File: src/hdl/pcgrvu_pkg.sv
// pcgrvu_pkg: operation codes, register indexes, reset values, FSM states and
// the XSH-RR output and sign hash functions for the PCG32 random variate unit.
// No dependencies.
`default_nettype none

package pcgrvu_pkg;

  // operation codes
  localparam logic [2:0] OP_SEED = 3'd0;
  localparam logic [2:0] OP_RAW  = 3'd1;
  localparam logic [2:0] OP_BERN = 3'd2;
  localparam logic [2:0] OP_GEOM = 3'd3;
  localparam logic [2:0] OP_UNIF = 3'd4;

  // configuration register indexes
  localparam logic [2:0] CFG_MULT = 3'd0;
  localparam logic [2:0] CFG_INCR = 3'd1;
  localparam logic [2:0] CFG_BTHR = 3'd2;
  localparam logic [2:0] CFG_GTHR = 3'd3;
  localparam logic [2:0] CFG_GLIM = 3'd4;

  localparam logic [63:0] MULT_RESET = 64'd6364136223846793005;
  localparam logic [63:0] INCR_RESET = 64'd1442695040888963407;
  localparam logic [32:0] THR_RESET  = 33'h080000000;
  localparam logic [15:0] GLIM_RESET = 16'd15;

  // total draws one geometric item may make
  localparam int unsigned GEOM_DRAW_BUDGET = 65536;

  typedef enum logic [1:0] {
    S_IDLE,
    S_DRAW,
    S_FIN
  } state_t;

  typedef struct packed {
    logic        start;
    logic        seed;
  } draw_req_t;

  typedef struct packed {
    logic        done;
    logic [31:0] word;
    logic        sign;
  } draw_rsp_t;

  // XSH-RR: xorshift high bits, then rotate right by the top five state bits
  function automatic logic [31:0] xsh_rr(input logic [63:0] s);
    logic [63:0] t;
    logic [31:0] x;
    logic [4:0]  r;
    logic [63:0] xx;
    t  = (s >> 18) ^ s;
    x  = t[58:27];
    r  = s[63:59];
    xx = {x, x} >> r;
    return xx[31:0];
  endfunction

  // sign hash of the old state: negative when bit 31 of the hash is clear
  function automatic logic neg_hash(input logic [63:0] s);
    logic [31:0] h;
    h = s[31:0] ^ {s[18:0], 13'b0};
    h = h ^ (h >> 17);
    h = h ^ (h << 19);
    return ~h[31];
  endfunction

endpackage

`default_nettype wire

File: src/hdl/pcgrvu_ifs.sv
// pcgrvu_req_if / pcgrvu_rsp_if: valid/ready channels for request and result items.
// No dependencies.
`default_nettype none

interface pcgrvu_req_if;
  logic        valid;
  logic        ready;
  logic [2:0]  operation;
  logic [63:0] seed_value;
  modport source (output valid, operation, seed_value, input ready);
  modport sink (input valid, operation, seed_value, output ready);
endinterface

interface pcgrvu_rsp_if;
  logic        valid;
  logic        ready;
  logic [31:0] value;
  logic        negative;
  modport source (output valid, value, negative, input ready);
  modport sink (input valid, value, negative, output ready);
endinterface

`default_nettype wire

File: src/hdl/pcgrvu_draw_unit.sv
// pcgrvu_draw_unit: generator state and the shared 32x32 multiplier that
// advances it in four phases per draw. Depends on pcgrvu_pkg.
`default_nettype none

module pcgrvu_draw_unit (
  input  wire logic                  clk,
  input  wire logic                  rst,
  input  wire pcgrvu_pkg::draw_req_t dreq,
  input  wire logic [63:0]           seed_value,
  input  wire logic [63:0]           mult,
  input  wire logic [63:0]           incr,
  output pcgrvu_pkg::draw_rsp_t      drsp
);
  import pcgrvu_pkg::*;

  logic [63:0] gen_state;
  logic [63:0] prod;
  logic [63:0] acc;
  logic [31:0] word;
  logic        sign;
  logic        busy;
  logic [1:0]  ph;
  logic        done;
  logic [31:0] mul_a;
  logic [31:0] mul_b;

  assign done = busy && (ph == 2'd3);

  // state*mult mod 2^64 = lo*lo + ((lo*hi + hi*lo) << 32)
  assign mul_a = (ph == 2'd2) ? gen_state[63:32] : gen_state[31:0];
  assign mul_b = (ph == 2'd1) ? mult[63:32] : mult[31:0];

  always_ff @(posedge clk) begin
    if (rst) begin
      busy      <= 1'b0;
      ph        <= 2'd0;
      gen_state <= 64'd0;
    end else begin
      if (dreq.start && (!busy || done)) begin
        busy <= 1'b1;
        ph   <= 2'd0;
      end else if (done) begin
        busy <= 1'b0;
      end else if (busy) begin
        ph <= ph + 2'd1;
      end
      if (dreq.seed) begin
        gen_state <= seed_value;
      end else if (done) begin
        gen_state <= {acc[63:32] + prod[31:0], acc[31:0]};
      end
    end
  end

  always_ff @(posedge clk) begin
    if (busy) begin
      prod <= 64'(mul_a) * 64'(mul_b);
      case (ph)
        2'd0: begin
          word <= xsh_rr(gen_state);
          sign <= neg_hash(gen_state);
        end
        2'd1: acc <= prod + incr;
        2'd2: acc[63:32] <= acc[63:32] + prod[31:0];
        default: ;
      endcase
    end
  end

  assign drsp.done = done;
  assign drsp.word = word;
  assign drsp.sign = sign;

endmodule

`default_nettype wire

File: src/hdl/pcgrvu_seq.sv
// pcgrvu_seq: request sequencer, geometric retry logic and result register.
// Depends on pcgrvu_pkg and the channel interfaces.
`default_nettype none

module pcgrvu_seq #(
  parameter int LIMIT_BITS = 16
) (
  input  wire logic                  clk,
  input  wire logic                  rst,
  pcgrvu_req_if.sink                 req,
  pcgrvu_rsp_if.source               rsp,
  input  wire logic [32:0]           bthr,
  input  wire logic [32:0]           gthr,
  input  wire logic [15:0]           glim,
  input  wire pcgrvu_pkg::draw_rsp_t drsp,
  output pcgrvu_pkg::draw_req_t      dreq
);
  import pcgrvu_pkg::*;

  localparam int KW     = LIMIT_BITS + 1;
  localparam int USED_W = $clog2(GEOM_DRAW_BUDGET + 1);

  state_t              st;
  state_t              st_next;
  logic [2:0]          op;
  logic [KW-1:0]       k;
  logic [USED_W-1:0]   used;
  logic [31:0]         pend_value;
  logic                pend_neg;
  logic                out_valid;
  logic [31:0]         out_value;
  logic                out_neg;

  logic                accept;
  logic                is_draw_op;
  logic [LIMIT_BITS+15:0] lim_ext;
  logic [LIMIT_BITS-1:0]  limit;
  logic [KW-1:0]       limit_p1;
  logic [32:0]         d33;
  logic                hit_g;
  logic                k_in;
  logic                geom_ok;
  logic                budget_out;
  logic                fin_now;
  logic [KW-1:0]       k_next;
  logic [31:0]         res_value;
  logic                slot_free;
  logic                load_out;

  assign accept     = req.valid && req.ready;
  assign is_draw_op = req.operation inside {OP_RAW, OP_BERN, OP_GEOM, OP_UNIF};
  assign lim_ext    = {{LIMIT_BITS{1'b0}}, glim};
  assign limit      = lim_ext[LIMIT_BITS-1:0];
  assign limit_p1   = {1'b0, limit} + KW'(1);
  assign d33        = {1'b0, drsp.word};
  assign hit_g      = d33 <= gthr;
  assign k_in       = k <= {1'b0, limit};
  assign geom_ok    = hit_g && k_in;
  assign budget_out = used == USED_W'(GEOM_DRAW_BUDGET - 1);
  assign fin_now    = (op != OP_GEOM) || geom_ok || budget_out;
  assign slot_free  = !out_valid || rsp.ready;

  always_comb begin
    if (hit_g) begin
      k_next = '0;
    end else if (k_in) begin
      k_next = KW'(k + KW'(1));
    end else begin
      k_next = k;
    end
  end

  always_comb begin
    case (op)
      OP_RAW:  res_value = drsp.word;
      OP_BERN: res_value = {31'd0, d33 <= bthr};
      OP_GEOM: res_value = geom_ok ? 32'(k) : 32'(limit_p1);
      OP_UNIF: res_value = drsp.word;
      default: res_value = 32'd0;
    endcase
  end

  // next state
  always_comb begin
    st_next = st;
    case (st)
      S_IDLE: begin
        if (accept) st_next = is_draw_op ? S_DRAW : S_FIN;
      end
      S_DRAW: begin
        if (drsp.done && fin_now) st_next = S_FIN;
      end
      S_FIN: begin
        if (slot_free) st_next = S_IDLE;
      end
      default: st_next = S_IDLE;
    endcase
  end

  // outputs
  always_comb begin
    req.ready  = 1'b0;
    dreq.start = 1'b0;
    dreq.seed  = 1'b0;
    load_out   = 1'b0;
    case (st)
      S_IDLE: begin
        req.ready  = 1'b1;
        dreq.start = req.valid && is_draw_op;
        dreq.seed  = req.valid && (req.operation == OP_SEED);
      end
      S_DRAW: begin
        dreq.start = drsp.done && !fin_now;  // next geometric draw, back to back
      end
      S_FIN: begin
        load_out = slot_free;
      end
      default: ;
    endcase
  end

  always_ff @(posedge clk) begin
    if (rst) begin
      st        <= S_IDLE;
      out_valid <= 1'b0;
    end else begin
      st <= st_next;
      if (load_out) begin
        out_valid <= 1'b1;
      end else if (rsp.ready) begin
        out_valid <= 1'b0;
      end
    end
  end

  always_ff @(posedge clk) begin
    if (accept) begin
      op         <= req.operation;
      k          <= '0;
      used       <= '0;
      pend_value <= 32'd0;
      pend_neg   <= 1'b0;
    end else if (st == S_DRAW && drsp.done) begin
      used <= USED_W'(used + USED_W'(1));
      k    <= k_next;
      if (fin_now) begin
        pend_value <= res_value;
        pend_neg   <= (op == OP_UNIF) && drsp.sign;
      end
    end
    if (load_out) begin
      out_value <= pend_value;
      out_neg   <= pend_neg;
    end
  end

  assign rsp.valid    = out_valid;
  assign rsp.value    = out_value;
  assign rsp.negative = out_neg;

endmodule

`default_nettype wire

File: src/hdl/pcg32_random_variate_unit_core.sv
// pcg32_random_variate_unit_core: top level with configuration registers,
// sequencer and draw unit. Depends on pcgrvu_pkg, the channel interfaces,
// pcgrvu_draw_unit and pcgrvu_seq.
//
//   channel   dir  handshake      payload
//   req       in   valid/ready    operation[2:0], seed_value[63:0]
//   rsp       out  valid/ready    value[31:0], negative
//   cfg       in   cfg_we         cfg_index[2:0], cfg_data[63:0]
//
// Each draw's 64-bit state update runs three 32x32 products through the single
// shared multiplier. Raw, Bernoulli and uniform items make one draw; seed and
// unused codes make none; a geometric item makes up to 65536 draws, back to back.
// req.ready is high only while idle. The result register holds an item for
// rsp while the next request is accepted. rst is synchronous; it clears the
// control and generator state and loads the configuration reset values.
`default_nettype none

module pcg32_random_variate_unit_core #(
  parameter int LIMIT_BITS = 16
) (
  input  wire logic        clk,
  input  wire logic        rst,
  pcgrvu_req_if.sink       req,
  pcgrvu_rsp_if.source     rsp,
  input  wire logic        cfg_we,
  input  wire logic [2:0]  cfg_index,
  input  wire logic [63:0] cfg_data
);
  import pcgrvu_pkg::*;

  logic [63:0] mult;
  logic [63:0] incr;
  logic [32:0] bthr;
  logic [32:0] gthr;
  logic [15:0] glim;
  draw_req_t   dreq;
  draw_rsp_t   drsp;

  always_ff @(posedge clk) begin
    if (rst) begin
      mult <= MULT_RESET;
      incr <= INCR_RESET;
      bthr <= THR_RESET;
      gthr <= THR_RESET;
      glim <= GLIM_RESET;
    end else if (cfg_we) begin
      case (cfg_index)
        CFG_MULT: mult <= cfg_data;
        CFG_INCR: incr <= cfg_data;
        CFG_BTHR: bthr <= cfg_data[32:0];
        CFG_GTHR: gthr <= cfg_data[32:0];
        CFG_GLIM: glim <= cfg_data[15:0];
        default: ;
      endcase
    end
  end

  pcgrvu_draw_unit u_draw (
    .clk        (clk),
    .rst        (rst),
    .dreq       (dreq),
    .seed_value (req.seed_value),
    .mult       (mult),
    .incr       (incr),
    .drsp       (drsp)
  );

  pcgrvu_seq #(
    .LIMIT_BITS (LIMIT_BITS)
  ) u_seq (
    .clk  (clk),
    .rst  (rst),
    .req  (req),
    .rsp  (rsp),
    .bthr (bthr),
    .gthr (gthr),
    .glim (glim),
    .drsp (drsp),
    .dreq (dreq)
  );

  a_busy_after_accept: assert property (@(posedge clk) disable iff (rst)
    (req.valid && req.ready) |=> !req.ready)
    else $error("request taken while previous item in progress");

  a_done_not_idle: assert property (@(posedge clk) disable iff (rst)
    drsp.done |-> !req.ready)
    else $error("draw finished while sequencer idle");

  a_seed_xor_start: assert property (@(posedge clk) disable iff (rst)
    !(dreq.seed && dreq.start))
    else $error("seed and draw issued together");

endmodule

`default_nettype wire
File: src/flat_wrapper.sv
// flat-port wrapper written by rule: the top's interface ports become plain ports
module pcg32_random_variate_unit_core_flat import pcgrvu_pkg::*;
#(
  parameter int LIMIT_BITS = 16
)
  (clk, rst, cfg_we, cfg_index, cfg_data, req_valid, req_operation, req_seed_value, req_ready, rsp_valid, rsp_value, rsp_negative, rsp_ready);
  pcgrvu_req_if req_i ();
  pcgrvu_rsp_if rsp_i ();
  input  wire logic clk;
  input  wire logic rst;
  input  wire logic cfg_we;
  input  wire logic [2:0] cfg_index;
  input  wire logic [63:0] cfg_data;
  input wire logic [$bits(req_i.valid)-1:0] req_valid;
  input wire logic [$bits(req_i.operation)-1:0] req_operation;
  input wire logic [$bits(req_i.seed_value)-1:0] req_seed_value;
  output wire logic [$bits(req_i.ready)-1:0] req_ready;
  output wire logic [$bits(rsp_i.valid)-1:0] rsp_valid;
  output wire logic [$bits(rsp_i.value)-1:0] rsp_value;
  output wire logic [$bits(rsp_i.negative)-1:0] rsp_negative;
  input wire logic [$bits(rsp_i.ready)-1:0] rsp_ready;
  assign req_i.valid = req_valid;
  assign req_i.operation = req_operation;
  assign req_i.seed_value = req_seed_value;
  assign req_ready = req_i.ready;
  assign rsp_valid = rsp_i.valid;
  assign rsp_value = rsp_i.value;
  assign rsp_negative = rsp_i.negative;
  assign rsp_i.ready = rsp_ready;
  pcg32_random_variate_unit_core #(.LIMIT_BITS(LIMIT_BITS)) u_core (.clk(clk), .rst(rst), .req(req_i), .rsp(rsp_i), .cfg_we(cfg_we), .cfg_index(cfg_index), .cfg_data(cfg_data));
endmodule
File: config.mk
export PLATFORM = sky130hd
export DESIGN_NAME = pcg32_random_variate_unit_core_flat
export DESIGN_NICKNAME = d
export VERILOG_FILES = /design/src/hdl/pcgrvu_pkg.sv /design/src/hdl/pcgrvu_ifs.sv /design/src/hdl/pcgrvu_draw_unit.sv /design/src/hdl/pcgrvu_seq.sv /design/src/hdl/pcg32_random_variate_unit_core.sv /design/src/flat_wrapper.sv
export SDC_FILE = /design/constraint.sdc
export NUM_CORES = 2
export LEC_CHECK = 0
export CORE_MARGIN = 1
export CORE_UTILIZATION = 55
export CTS_CLUSTER_DIAMETER = 60
export CTS_CLUSTER_SIZE = 30
export DETAILED_ROUTE_END_ITERATION = 8
export DONT_BUFFER_PORTS = 1
export HOLD_SLACK_MARGIN = 0.15
export PLACE_DENSITY = 0.73
export REMOVE_ABC_BUFFERS = 1
export SKIP_LAST_GASP = 1
export SLEW_MARGIN = 10
export SYNTH_ARGS = -nofsm -noshare
export SYNTH_HDL_FRONTEND = slang
export SYNTH_HIERARCHICAL = 1
export SYNTH_SLANG_ARGS = --single-unit
File: constraint.sdc
create_clock -name clk -period 9.5 [get_ports clk]
set_input_delay 0.95 -clock clk [delete_from_list [all_inputs] [get_ports clk]]
set_output_delay 0.95 -clock clk [all_outputs]
set_load 0.01 [all_outputs]
Word level (Yosys, flattened, before mapping)
Cells that the tools add are included.

word-level totals
  register bits = 544
  word-level logic and storage cells = 124
  input port bits = 139

operators by class
  reduce and logical (&&, ||, !) cells = 41
  shift-type cells = 1
  equality and inequality tests = 22
  $mul = 1
  bitwise gates (word level) = 6
  muxes and demuxes = 22
  magnitude comparators = 3
  add/subtract/negate cells = 6

operator list
  kind                     number
  $mux W64                 2
  $pmux W32 S3             1
  $le A32 B33 Y1           2
  $add A64 B64 Y64         1
  $mul A32 B32 Y64         1
  $mux W32                 2
  $pmux W32 S2             1
  $shr A64 B5 Y32          1
  $xor A32 B32 Y32         2
  $xor A46 B59 Y59         1
  $mux W17                 3
  $add A17 B1 Y17 const B  2
  $add A32 B32 Y32         1
  $xor A32 B15 Y32         1
  $reduce_and A2 Y1        11
  $eq A3 B2 Y1 const B     6
  $add A16 B1 Y17 const B  1
  $eq A17 B16 Y1 const B   1
  $le A17 B16 Y1           1
  $logic_and A1 B1 Y1      10
  $reduce_bool A2 Y1       5
  $eq A3 B1 Y1 const B     3
  $eq A3 B3 Y1 const B     3
  $mux W2                  4
  other kinds (16)         36

Logic depth before layout (Yosys ltp)
  word-level depth = 9
  mapped depth = 34
  mapped depth without buffers = 29

Hierarchy
Netlist, hierarchy kept.

modules (own cells, without submodules)
  module                          cells an instance  sequential area each (µm²)  times used  area each (µm²)
  pcgrvu_draw_unit                5572               6175.9                      1           48655.4
  pcg32_random_variate_unit_core  806                4204.0                      1           8409.3
  pcgrvu_seq                      759                2482.4                      1           6651.4

Least setup slack after synthesis
Ideal clock, no wire load.

  path type = reg2reg
  start = reg u_core.u_draw.ph[0]
  end = reg u_core.u_draw.prod[60] (data pin)
  data required time = 9.293 ns
  period minus slack after synthesis = 8.874 ns
  cell stages (with the launch flop) = 31
  data arrival time = 8.667 ns
  library setup time = 0.207 ns
  buffers on the path = 5
  setup slack = 0.626 ns
  cell sequence = dfxtp_1 -> inv_1 -> ha_1 -> clkbuf_1 -> buf_1 -> clkbuf_1 -> mux2i_1 -> clkbuf_1 -> nor2_1 -> fa_1 -> fa_1 -> inv_1 -> fa_1 -> fa_1 -> inv_1 -> fa_1 -> fa_1 -> fa_1 -> fa_1 -> ha_1 -> clkbuf_1 -> a21oi_1 -> nor2b_1 -> o21a_1 -> a2111oi_0 -> nor2b_1 -> a21oi_1 -> a2111oi_1 -> nor3_2 -> mux2i_1 -> a2111oi_0

between the ends
  cells in the longest elaborated chain, start to end = 3
  elaborated cells on any way between the ends = 5
  those cells by class = mul: 1; eq/ne: 2; mux: 2

ends and longest elaborated chain
  what                                                 line                                            source
  start, declared                                      pcgrvu_draw_unit.sv:22                          logic [1:0] ph;
  start signal, assigned                               pcgrvu_draw_unit.sv:45                          ph <= ph + 2'd1;
  $eq A2 B2 Y1 / $eq A2 B1 Y1 (equally long branches)  pcgrvu_draw_unit.sv:30, pcgrvu_draw_unit.sv:31
  $mux W32 (on tied branches)                          pcgrvu_draw_unit.sv:30, pcgrvu_draw_unit.sv:31
  $mul A32 B32 Y64 (*)                                 pcgrvu_draw_unit.sv:57                          prod <= 64'(mul_a) * 64'(mul_b);
  end signal, assigned                                 pcgrvu_draw_unit.sv:57
  end, declared                                        pcgrvu_draw_unit.sv:17                          logic [63:0] prod;

Mark *: on every way between the ends. The rest lies on a longest branch, timed or not.
A chain may end at the register's enable or synchronous reset.

Worst setup path in the final report
  start = reg u_core.u_draw.ph[1]
  end = reg u_core.u_draw.prod[63] (data pin)

Same word-level chain as after synthesis.

==> impl_results.md <==
* First-pass GRT wire length at 340 mm
* CP Launch Type: flip-flop
* Final instance count without filler cells at 8582
* Count of final hold-check violations at 0
* End point of the worst hold path: u_core/u_seq/op[2]$_DFFE_PP_
* Final #Nets at 8492
* Effective utilization at floorplan at 55.6%
* Cell types with the largest area share after synthesis: sky130_fd_sc_hd__fa_1 (28%), sky130_fd_sc_hd__dfxtp_1 (11%), sky130_fd_sc_hd__edfxtp_1 (9.3%), sky130_fd_sc_hd__ha_1 (8.7%), sky130_fd_sc_hd__nor2_1 (6.0%)
* Layout cell share with drive strength beyond 1 at 6.70%
* Library cells used by synthesis at 104
* RD Place Congestion at 1.08
* Worst-case clock buffer depth at 3
* Post-Syn Area at 0.0637 mm²
* Latest clock arrival within the worst-skew pair at 640 ps
* Iteration count of the initial detailed-routing pass at 9
* GRT Util Overall at 39.7%
* Quantity of I/O buffers inserted on ports at 0
* Endpoint of the lowest-slack register-to-register path: u_core/u_draw/prod[63]$_DFFE_PP_
* Peak supply drop at 115 µV
* Period minus WS final at 9180 ps
* Clock power share at 31.2%
* Slowest cell on the critical path: sky130_fd_sc_hd__a2111oi_4
* # H-tree levels at 2
* Critical path data required time at 9840 ps
* Number of sinks handled by clock tree synthesis at 544
* Area of the core at 0.115 mm²
* Launching element of the worst setup path: u_core/u_draw/ph[1]$_SDFFE_PP0P_
* Final worst hold slack at 411 ps
* Min-delay worst type: input pin to flip-flop
* Number of pins exceeding their max-slew limit in the final report at 0
* Reg2Reg Launch Point: u_core/u_draw/ph[1]$_SDFFE_PP0P_
* Clock buffers created by TritonCTS at 48
* Endpoint type of the worst setup path: flip-flop
* Fmax achieved at 109 MHz
* Largest area contributor in the synthesized netlist: sky130_fd_sc_hd__fa_1
* Max-cap check violation count at 0
* Die Width at 342 µm
* Clock tree root driver cell: sky130_fd_sc_hd__clkbuf_16
* Worst-path maximum fanout at 25
* Result of the run: finished with violations
* Part of the Yosys area used for sequential elements at 20.2%
* Startpoint of the worst hold path: req_operation[2]
* Power per standard cell area at 104 mW/mm²
* Violation count after the first detailed-routing iteration at 5627
* Post-synth ARST share at 0%
* RSZ-0062 raised after global routing: no
* Die area at 0.117 mm²
* Crit Path Category: flip-flop to flip-flop
* Critical path arrival at 9520 ps
* Dpl cells at 8469
* Number of flops mapped to enable cells by yosys at 197
* Final WL at 233 mm
* Chip Height at 342 µm
* Core utilization of the finished layout at 59.3%
* CTS tree: done
* Relative slew margins at 17.9%
* Total net switching power at 0.00263 W
* Pin count of the biggest net entering global routing at 393
* Violated checks: DRC
* Max Clock Skew at 50.7 ps
* Via count normalized by instance count at 6.11
* Prevailing post-synth register cell: sky130_fd_sc_hd__dfxtp_1
* Internal power summed over all cells at 0.00442 W
* Number of antenna violations at the first check in global routing at 45
* Worst-path clk slew at 90 ps
* Pin slew with the least headroom to its limit at 1230 ps
* Switching Share at 37.3%
* Leading post-synthesis cells by instance count: sky130_fd_sc_hd__nor2_1 (1010), sky130_fd_sc_hd__inv_1 (978), sky130_fd_sc_hd__fa_1 (898)
* Standard-cell row count at 124
* Vias in the first global route at 52900
* Synthesized instance count at 7137
* Area share of the largest cell type after synthesis at 28.2%
* Final period util at 96.7%
* Yosys Warn Count at 6
* Remaining antenna violation count at 0
* Most common cell in the synthesized netlist: sky130_fd_sc_hd__nor2_1
* DP HPWL at 189 mm
* Flop2flop setup slack at 320 ps
* IO Pins at 174
* Fraction of power consumed by combinational cells at 31.6%
* Overflow left after global routing at 0
* Post-route DRC violation count at 38
* Layout-stage area growth over the synthesis result at 6.74%
* Worst r2r path cells at 30
* Mean cell area of the mapped netlist at 8.93 µm²
* Peak per-stage delay on the critical path at 610 ps
* Final-report setup violation count at 0
* Total via count in the routed design at 52500
* Worst path most repeated cell: sky130_fd_sc_hd__fa_1
* LEAKAGE at 31.2 nW
* Number of flip-flops and latches in the synthesized netlist at 544
* Crit path setup slack, layout at 317 ps
* Post-Place Setup Slack at -20.4 ps
* Seq pwr share at 37.2%
* Worst Hold Path Cells at 0
* Average routed wire per standard cell at 27.1 µm
-- logic make-up (layout without fill, tap and decap cells) --
kind of cell	count (synthesis)	after routing	synth area share (%)
adders and majority gates	1343	1343	37.0
buffers and inverters	1358	1270	8.25
other	0	21	0
xor gates and xnor gates	196	196	2.69
AOI/OAI and AO/OA	930	930	9.17
muxes	411	411	6.68
and+or+nand+nor	2355	2355	16.1
DFF	544	544	20.2
-- worst max path at each step --
stage and endpoint:
6_report u_core/u_draw/prod[63]$_DFFE_PP_, 2_1_floorplan u_core/u_draw/gen_state[59]$_SDFFE_PP0P_, 3_3_place_gp u_core/u_draw/prod[58]$_DFFE_PP_, 5_1_grt u_core/u_draw/prod[60]$_DFFE_PP_, 3_5_place_dp u_core/u_draw/prod[58]$_DFFE_PP_, 4_1_cts u_core/u_draw/prod[58]$_DFFE_PP_
-- sequential cells by signal, indices dropped and copies added (netlist names) --
| register | cells |
|---|---|
| u_core/incr | 64 |
| u_core/mult | 64 |
| u_core/u_draw/acc | 64 |
| u_core/u_draw/gen_state | 64 |
| u_core/u_draw/prod | 64 |
| u_core/bthr | 33 |
| u_core/gthr | 33 |
| u_core/u_draw/word | 32 |
| u_core/u_seq/pend_value | 32 |
| u_core/u_seq/rsp.value | 32 |
| u_core/u_seq/k | 17 |
| u_core/u_seq/used | 17 |
| u_core/glim | 16 |
| u_core/u_seq/op | 3 |
| u_core/u_draw/ph | 2 |
| u_core/u_seq/st | 2 |
| u_core/u_draw/busy | 1 |
| u_core/u_draw/sign | 1 |
| u_core/u_seq/pend_neg | 1 |
| u_core/u_seq/rsp.negative | 1 |
| u_core/u_seq/rsp.valid | 1 |
-- power by group through the flow --
stage	clock network (W)	registers [W]	logic [W]
floorplan	0	0.00263	0.00136
global placement	0	0.00267	0.00212
detailed placement	0	0.00267	0.00215
CTS	0.00221	0.00262	0.00216
global route	0.00230	0.00262	0.00237
finish	0.00220	0.00262	0.00223
-- per-stage QoR --
stage / power (W) / area, µm² / setup TNS, ps
after floorplan: 0.00399 / 62200 / -120860
after detailed placement: 0.00481 / 66100 / -20.4
final: 0.00704 / 68000 / 0
after global routing: 0.00729 / 68000 / 0
after global placement: 0.00479 / 66100 / 0
after CTS: 0.00699 / 67900 / 0
-- layout make-up --
cell class / count / area, µm²
fill: 10100 / 46600
multi-input combinational: 5235 / 45900
sequential: 544 / 12900
inverter: 984 / 3690
tap: 1512 / 1890
timing repair buffer: 197 / 1850
clock buffer: 53 / 1270
clock inverter: 36 / 499
antenna: 21 / 52.6
-- placed cells by master, fill, tap and decap left out, drive strengths merged, types with 10 or more instances in the layout --
master,synthesis,layout
nor2,1011,1011
inv,982,1003
fa,898,898
nand2,774,774
ha,445,445
a21oi,369,369
dfxtp,347,347
mux2i,335,335
nand2b,211,211
edfxtp,197,197
buf,81,197
o21ai,184,184
xnor2,119,119
nand3,103,103
a21o,79,79
xor2,77,77
mux2,72,72
nand4,58,58
clkbuf,293,53
o211ai,43,43
and3,39,39
nor3,38,38
a31oi,34,34
a211oi,33,33
o21bai,31,31
o21a,30,30
nor2b,27,27
diode,0,21
a221oi,15,15
nor4,15,15
or3,14,14
or2,13,13
a2111oi,13,13
clkinv,2,13
and2,12,12
o31ai,10,10
-- critical path: cells and delay by family (launching register included) --
family                     cells  cell delay [ps]
AOI/OAI and AO/OA              9             2350
buffers and inverters          8             1010
xor gates and xnor gates       1              130
muxes                          1              290
and+or+nand+nor                1               80
adders and majority gates     10             4710
DFF                            1              360
-- layer usage --
layer  GRT usage (%)  up-vias  share of wire (%)
li1                -    22800                  -
met1            47.0    25900                 36
met2            62.5     2921                 45
met3            11.2      812                 11
met4            27.8       52                8.5
met5            1.18        -               0.14
-- timing repair --
action	4_1_cts	5_1_grt
hold buffers	0	0
pin swaps	0	1
endpoints found under the hold margin	0	0
endpoints found under the setup margin	2	5
gates resized for setup	0	5
setup buffers	2	1
Power figures use the tool's default switching activity.
